--- src/dstwr_pkg.sv ---
package dstwr_pkg;

    // widths of the item fields
    localparam int TS_W      = 40;
    localparam int ADDR_W    = 64;
    localparam int SEQ_W     = 8;
    localparam int DIST_W    = 32;

    // stored timestamp width, at least 32 and at most TS_W
    localparam int TIME_BITS = 40;

    // configuration port
    localparam int CFG_ADDR_W = 1;
    localparam int CFG_DATA_W = 64;
    localparam logic [CFG_ADDR_W-1:0] CFG_OWN_ADDRESS = 1'b0;
    localparam logic [ADDR_W-1:0] OWN_ADDR_RESET = 64'hBCCF_0000_0000_0001;

    // frame codes
    localparam logic CMD_TX_DONE  = 1'b0;
    localparam logic CMD_RX_FRAME = 1'b1;
    localparam logic [1:0] MSG_POLL   = 2'd0;
    localparam logic [1:0] MSG_ANSWER = 2'd1;
    localparam logic [1:0] MSG_FINAL  = 2'd2;
    localparam logic [1:0] MSG_REPORT = 2'd3;
    localparam logic [7:0] RELAY_ADDR_LSB = 8'hFE;

    // millimetres per tick in Q16
    localparam logic [31:0] MM_PER_TICK_Q16 = 32'd307479;

    // quotient bits produced by the divider once overflow is excluded
    localparam int DIV_STEPS = 31;
    localparam int DIV_CNT_W = $clog2(DIV_STEPS);

    localparam logic signed [DIST_W-1:0] DIST_MAX = 32'sh7FFF_FFFF;
    localparam logic signed [DIST_W-1:0] DIST_MIN = 32'sh8000_0000;

    typedef struct packed {
        logic              cmd;
        logic [1:0]        msg_type;
        logic [SEQ_W-1:0]  seq;
        logic [ADDR_W-1:0] dest_addr;
        logic [TS_W-1:0]   event_time;
        logic [TS_W-1:0]   rep_poll_rx;
        logic [TS_W-1:0]   rep_answer_tx;
        logic [TS_W-1:0]   rep_final_rx;
        logic [SEQ_W-1:0]  expected_seq;
    } in_item_t;

    typedef struct packed {
        logic                     send_valid;
        logic [1:0]               send_type;
        logic [SEQ_W-1:0]         send_seq;
        logic [TS_W-1:0]          out_poll_rx;
        logic [TS_W-1:0]          out_answer_tx;
        logic [TS_W-1:0]          out_final_rx;
        logic                     dist_valid;
        logic signed [DIST_W-1:0] distance_mm;
        logic                     div_error;
    } out_item_t;

    // datapath operations
    typedef enum logic [3:0] {
        OP_NONE,
        OP_LATCH,
        OP_DECODE,
        OP_DIFF,
        OP_ZERO,
        OP_MUL_A,
        OP_MUL_B,
        OP_MAG,
        OP_MUL_LO,
        OP_MUL_HI,
        OP_SUM,
        OP_NUM,
        OP_PREP,
        OP_DIV,
        OP_DIST
    } dp_op_t;

    typedef struct packed {
        dp_op_t op;
        logic   load_out;
    } dp_cmd_t;

    typedef struct packed {
        logic is_report;
        logic s_zero;
        logic ovf;
        logic slot_free;
    } dp_stat_t;

    typedef enum logic [3:0] {
        ST_IDLE,
        ST_DECODE,
        ST_DIFF,
        ST_ZCHK,
        ST_MUL_A,
        ST_MUL_B,
        ST_MAG,
        ST_MUL_LO,
        ST_MUL_HI,
        ST_SUM,
        ST_NUM,
        ST_PREP,
        ST_DIV,
        ST_DIST,
        ST_FINISH
    } state_t;

endpackage

--- src/dstwr_ctrl.sv ---
module dstwr_ctrl (
    input  logic                clk,
    input  logic                rst_n,
    input  logic                in_valid,
    output logic                in_stall,
    input  dstwr_pkg::dp_stat_t stat,
    output dstwr_pkg::dp_cmd_t  cmd
);

    dstwr_pkg::state_t                  state_reg;
    dstwr_pkg::state_t                  state_next;
    logic [dstwr_pkg::DIV_CNT_W-1:0]    div_cnt_reg;
    logic [dstwr_pkg::DIV_CNT_W-1:0]    div_cnt_next;

    // state and step counter
    always_ff @(posedge clk or negedge rst_n)
    begin
        if (!rst_n)
        begin
            state_reg   <= dstwr_pkg::ST_IDLE;
            div_cnt_reg <= '0;
        end
        else
        begin
            state_reg   <= state_next;
            div_cnt_reg <= div_cnt_next;
        end
    end

    // next state and datapath commands
    always_comb
    begin
        state_next   = state_reg;
        div_cnt_next = div_cnt_reg;
        cmd.op       = dstwr_pkg::OP_NONE;
        cmd.load_out = 1'b0;
        in_stall     = 1'b1;
        case (state_reg)
            dstwr_pkg::ST_IDLE:
            begin
                in_stall = 1'b0;
                if (in_valid)
                begin
                    cmd.op     = dstwr_pkg::OP_LATCH;
                    state_next = dstwr_pkg::ST_DECODE;
                end
            end
            dstwr_pkg::ST_DECODE:
            begin
                cmd.op     = dstwr_pkg::OP_DECODE;
                state_next = stat.is_report ? dstwr_pkg::ST_DIFF : dstwr_pkg::ST_FINISH;
            end
            dstwr_pkg::ST_DIFF:
            begin
                cmd.op     = dstwr_pkg::OP_DIFF;
                state_next = dstwr_pkg::ST_ZCHK;
            end
            dstwr_pkg::ST_ZCHK:
            begin
                cmd.op     = dstwr_pkg::OP_ZERO;
                state_next = stat.s_zero ? dstwr_pkg::ST_FINISH : dstwr_pkg::ST_MUL_A;
            end
            dstwr_pkg::ST_MUL_A:
            begin
                cmd.op     = dstwr_pkg::OP_MUL_A;
                state_next = dstwr_pkg::ST_MUL_B;
            end
            dstwr_pkg::ST_MUL_B:
            begin
                cmd.op     = dstwr_pkg::OP_MUL_B;
                state_next = dstwr_pkg::ST_MAG;
            end
            dstwr_pkg::ST_MAG:
            begin
                cmd.op     = dstwr_pkg::OP_MAG;
                state_next = dstwr_pkg::ST_MUL_LO;
            end
            dstwr_pkg::ST_MUL_LO:
            begin
                cmd.op     = dstwr_pkg::OP_MUL_LO;
                state_next = dstwr_pkg::ST_MUL_HI;
            end
            dstwr_pkg::ST_MUL_HI:
            begin
                cmd.op     = dstwr_pkg::OP_MUL_HI;
                state_next = dstwr_pkg::ST_SUM;
            end
            dstwr_pkg::ST_SUM:
            begin
                cmd.op     = dstwr_pkg::OP_SUM;
                state_next = dstwr_pkg::ST_NUM;
            end
            dstwr_pkg::ST_NUM:
            begin
                cmd.op     = dstwr_pkg::OP_NUM;
                state_next = dstwr_pkg::ST_PREP;
            end
            dstwr_pkg::ST_PREP:
            begin
                cmd.op       = dstwr_pkg::OP_PREP;
                div_cnt_next = '0;
                state_next   = dstwr_pkg::ST_DIV;
            end
            dstwr_pkg::ST_DIV:
            begin
                // saturated quotients skip the divide
                if (stat.ovf)
                begin
                    state_next = dstwr_pkg::ST_DIST;
                end
                else
                begin
                    cmd.op       = dstwr_pkg::OP_DIV;
                    div_cnt_next = div_cnt_reg + 1'b1;
                    if (div_cnt_reg == dstwr_pkg::DIV_CNT_W'(dstwr_pkg::DIV_STEPS - 1))
                    begin
                        state_next = dstwr_pkg::ST_DIST;
                    end
                end
            end
            dstwr_pkg::ST_DIST:
            begin
                cmd.op     = dstwr_pkg::OP_DIST;
                state_next = dstwr_pkg::ST_FINISH;
            end
            dstwr_pkg::ST_FINISH:
            begin
                if (stat.slot_free)
                begin
                    cmd.load_out = 1'b1;
                    state_next   = dstwr_pkg::ST_IDLE;
                end
            end
            default:
            begin
                state_next = dstwr_pkg::ST_IDLE;
            end
        endcase
    end

endmodule

--- config.mk ---
export PLATFORM = sky130hd
export DESIGN_NAME = dstwr_ctrl
export DESIGN_NICKNAME = d
export VERILOG_FILES = /design/src/dstwr_pkg.sv /design/src/dstwr_ctrl.sv
export SDC_FILE = /design/constraint.sdc
export NUM_CORES = 1
export LEC_CHECK = 0
export BUFFER_PORTS_ARGS = -buffer_cell sky130_fd_sc_hd__buf_2
export CAP_MARGIN = 30
export CORE_MARGIN = 3
export CORE_UTILIZATION = 50
export DETAILED_ROUTE_END_ITERATION = 6
export GPL_TIMING_DRIVEN = 0
export HOLD_SLACK_MARGIN = 0.02
export PLACE_DENSITY_LB_ADDON = 0.08
export SLEW_MARGIN = 20
export SYNTH_ARGS = -nofsm -noshare
export SYNTH_HDL_FRONTEND = slang
export SYNTH_SLANG_ARGS = --single-unit
--- constraint.sdc ---
create_clock -name clk -period 1.5 [get_ports clk]
set_input_delay 0.075 -clock clk [delete_from_list [all_inputs] [get_ports clk]]
set_output_delay 0.075 -clock clk [all_outputs]
set_load 0.1 [all_outputs]
# ---- Yosys cells after proc, flatten, opt, wreduce, memory -nomap -nowiden
# Cells that the tools add are included.
dict set report classes {
  addsub 1
  reduce_logical 4
  n_eq_ne 19
  muxes 15
}
# op n
set op_table {}
lappend op_table {{$pmux W4 S15} 1}
lappend op_table {{$pmux W4 S14} 1}
lappend op_table {{$eq A4 B4 Y1 const B} 7}
lappend op_table {{$mux W4} 7}
lappend op_table {{$eq A4 B3 Y1 const B} 4}
lappend op_table {{$pmux W5 S2} 1}
lappend op_table {{$eq A4 B2 Y1 const B} 2}
lappend op_table {{$ne A2 B2 Y1 const B} 3}
lappend op_table {{$add A5 B1 Y5 const B} 1}
lappend op_table {{$eq A5 B5 Y1 const B} 1}
lappend op_table {{$mux W5} 1}
lappend op_table {{$eq A4 B1 Y1 const B} 1}
lappend op_table {{$logic_not A4 Y1} 1}
lappend op_table {{$mux W1} 4}
lappend op_table {{$ne A3 B3 Y1 const B} 1}
lappend op_table {{$reduce_and A3 Y1} 1}
lappend op_table {{$reduce_and A2 Y1} 1}
lappend op_table {{$reduce_bool A2 Y1} 1}
dict set report totals {
  ff_bits 9
  inputBits 7
}

# ---- Logic depth before layout (Yosys ltp)
dict set report logic_depth {
  word_depth 4
  ltp_mapped 5
  ltp_nobuf 5
}

# ---- Worst setup path before layout
# OpenSTA, ideal clock, no wires.
dict set report synth_path {
  path_type {flip-flop to output port}
  from {register state_reg[1]}
  to {output port cmd[2] (netlist name)}
  t_arrival_ns 2.335
  path_slack_ns -0.910
  stages_incl_launch_ff 5
  n_path_buf 2
  path_cell_list {dfrtp_1 buf_2 buf_1 nand2_1 mux2i_1}
}
# item line_no
set synth_rtl {}
lappend synth_rtl {{from (decl)} dstwr_ctrl.sv:10} ;# dstwr_pkg::state_t state_reg;
lappend synth_rtl {{from (signal assigned)} dstwr_ctrl.sv:20} ;# state_reg <= dstwr_pkg::ST_IDLE;
lappend synth_rtl {{from (signal assigned)} dstwr_ctrl.sv:25} ;# state_reg <= state_next;
lappend synth_rtl {{to (decl)} dstwr_ctrl.sv:7} ;# output dstwr_pkg::dp_cmd_t cmd

==> run metrics <==
post-synthesis cell count 75; H-tree levels 1; worst-case clock buffer depth 2; DRT antenna net count 0; TritonCTS clock tree yes; diodes inserted 0; FF-to-FF path depth 5; worst hold stages 3; DIE AREA around 0.0018 mm²; setup ws final -0.0338 ns; WS Path Type reg -> out; Starting Density a little under three fifths; first-pass GRT wire length around 2800 µm; PortBufs 11; Synth Flop Type dfrtp_1; Worst Setup End Kind output pin; vias in the first global route around 640; Hold Path End state_reg[1]$_DFFE_PN0P_; Routed WL per cell between 15 and 20 µm; max FFs per register 5; critical path, cell by cell buf_6 -> buf_8 -> o22ai_2 -> a22o_2 -> buf_12; RR Endpoint state_reg[0]$_DFFE_PN0P_; Yosys cell types 31; synth top area cells dfrtp_1, mux2i_1, nand2_1, nand4bb_4, ha_1; CP peak stage delay about 0.41 ns; Slew Viols, Final 0; Hold Startpoint stat[2]; RSZ-0062 raised after global routing yes; Mapped Area roughly 650 µm²; max-cap violations 0; Avg Cell Area, Syn just under 9 µm²; cell at the slowest stage of the critical path dfrtp_1; Layout area overhead 45.7%; Post-route DRC 0; Root Buffer clkbuf_4; Pre-antenna DRT Iters 4; flops & latches, synth 9; initial detailed-routing violation count 30; Total GRT Usage 20.5%; crit path max fanout 7; routing usage on met1 27.1%; WP data arrival roughly 1.5 ns; HP Class in -> reg; ys async rst share 100%; Syn. warnings 0; FILL cells 76; clock sinks 9; final WL 1720 µm; Seq/Total Area, Yosys 34.5%; Final Hold Vio Count 0; Worst setup SP type flop; hold_ws about 0.084 ns; Vias/cell approximately 5.9; die width between 40 and 50 µm; CTS buffer count 3; number of core rows 12; IO Pins 13; Period minus WS final 1.53 ns; final net count between 100 and 150; Mapped Nets 84; Worst EP required between 1 and 1.5 ns; share of cells above drive strength 1 38.8%; Detailed Place HPWL between 1000 and 1500 µm; EDFF count, synth 0; via count roughly 660; Worst Max-Slew Pin Slew 0.418 ns; failing checks negative setup slack; final setup fails 1; Max transition margin 72.1%; f_max 652 MHz; antenna violations before repair 0; Period Utilization, post-route 102%; outcome finished, violations left; area leader, netlist dfrtp_1; post-synth top area share ~35%; most crowded layer after global routing met2; Reg-to-Reg Start div_cnt_reg[0]$_DFFE_PN0P_; M3 GR Usage between 5 and 6%; largest net degree at the start of global routing 11; GRT Residual Overflow 0; Clock Skew approximately 0.012 ns; core region area roughly 0.0012 mm²; chip height roughly 42 µm; Worst-Skew Late Latency between 0.2 and 0.3 ns; met2 Use GR about a third; GPL Wtd Cong just over 0.8; r2r setup slk around 0.07 ns; CTS clk-pin slew, worst paths about 0.060 ns; Total Neg Setup Slack -0.0338 ns
==> worst max path at each step <==
stage                              from  endpoint  slack [ns]  cells past startpoint
2_1_floorplan  state_reg[1]$_DFFE_PN0P_    cmd[2]       -0.18                      4
3_3_place_gp   state_reg[1]$_DFFE_PN0P_    cmd[2]       -0.22                      5
3_5_place_dp   state_reg[1]$_DFFE_PN0P_    cmd[2]       -0.28                      5
4_1_cts        state_reg[1]$_DFFE_PN0P_    cmd[3]       -0.02                      5
5_1_grt        state_reg[1]$_DFFE_PN0P_    cmd[3]       -0.08                      5
6_report       state_reg[1]$_DFFE_PN0P_    cmd[3]       -0.03                      5
==> cell type report <==
class | count | area, µm² | area share [%]
Multi-Input combinational cell | 58 | 427 | 44.9
Sequential cell | 9 | 228 | 24.0
Timing Repair Buffer | 19 | 184 | 19.4
Buffer | 6 | 60.1 | 6.32
Clock buffer | 4 | 26.3 | 2.77
Tap cell | 14 | 17.5 | 1.84
Inverter | 2 | 7.51 | 0.791
==> cells in the final DEF (no fill, tap or decap), types with 2 or more instances in the layout <==
cell type  netlist  layout
a21boi_1         2       2
a21oi_1          3       2
a22o_2           0       2
buf_12           0       4
buf_2            3       6
buf_4            0       7
buf_6            0       4
clkbuf_1         2       2
clkbuf_4         0       4
dfrtp_1          9       7
dfrtp_2          0       2
ha_1             2       2
inv_1            2       2
mux2i_1          5       4
nand2_1          9       7
nand2_2          0       2
nand3_1          5       5
nand4b_1         2       2
nor2_1           6       5
o21ai_0          4       4
o31ai_1          2       2
or4_1            2       2
==> stage by stage <==
stage | util (%) | std cells | area [µm²] | setup WS, ns
after floorplan | - | 75 | 673 | -0.184
after global placement | 63.7 | 100 | 746 | -0.224
after detailed placement | 63.7 | 100 | 746 | -0.275
after CTS | 79.7 | 111 | 933 | -0.0160
after global routing | 81.1 | 112 | 950 | -0.0849
final | 81.1 | 112 | 950 | -0.0338
==> critical path, delay by kind of cell (launching register included) <==
kind,cells,cell delay [ns]
buffers and inverters,3,0.45
flip-flops,1,0.41
AO/OA/AOI/OAI,2,0.33
==> synthesized netlist by cell type (all sizes together) (2+ instances only) <==
| cell type | n |
|---|---|
| mux2i | 5 |
| dfrtp | 9 |
| nand4b | 2 |
| o31ai | 2 |
| o21ai | 4 |
| nand3 | 5 |
| a21boi | 3 |
| clkbuf | 2 |
| inv | 2 |
| a22o | 2 |
| nor2 | 6 |
| a21oi | 3 |
| or4 | 2 |
| ha | 2 |
| buf | 4 |
| nand2 | 9 |
==> what timing repair did <==
| item | CTS | global route |
|---|---|---|
| setup buffers | 5 | 1 |
| endpoints found under the setup margin | 6 | 7 |
| gates cloned | 1 | 0 |
| endpoints found under the hold margin | 9 | 0 |
| pin swaps | 1 | 2 |
| hold buffers | 1 | 0 |
| gates resized for setup | 34 | 2 |
==> routing by layer <==
| layer | wire (µm) | share of wire [%] |
|---|---|---|
| met3 | 125 | 7.3 |
| met2 | 807 | 47 |
| met5 | 0 | 0 |
| met4 | 10 | 0.58 |
| met1 | 774 | 45 |
==> kinds of logic after synthesis <==
| logic type | synth area share, % |
|---|---|
| buffers and inverters | 5.18 |
| xor gates and xnor gates | 1.34 |
| AOI/OAI and AO/OA | 19.6 |
| muxes | 7.68 |
| DFF | 34.5 |
| and+or+nand+nor | 27.8 |
| adders and majority gates | 3.84 |
Power is not shown: default switching activity piles up to over one toggle a cycle in this logic, so the estimate is an artifact.
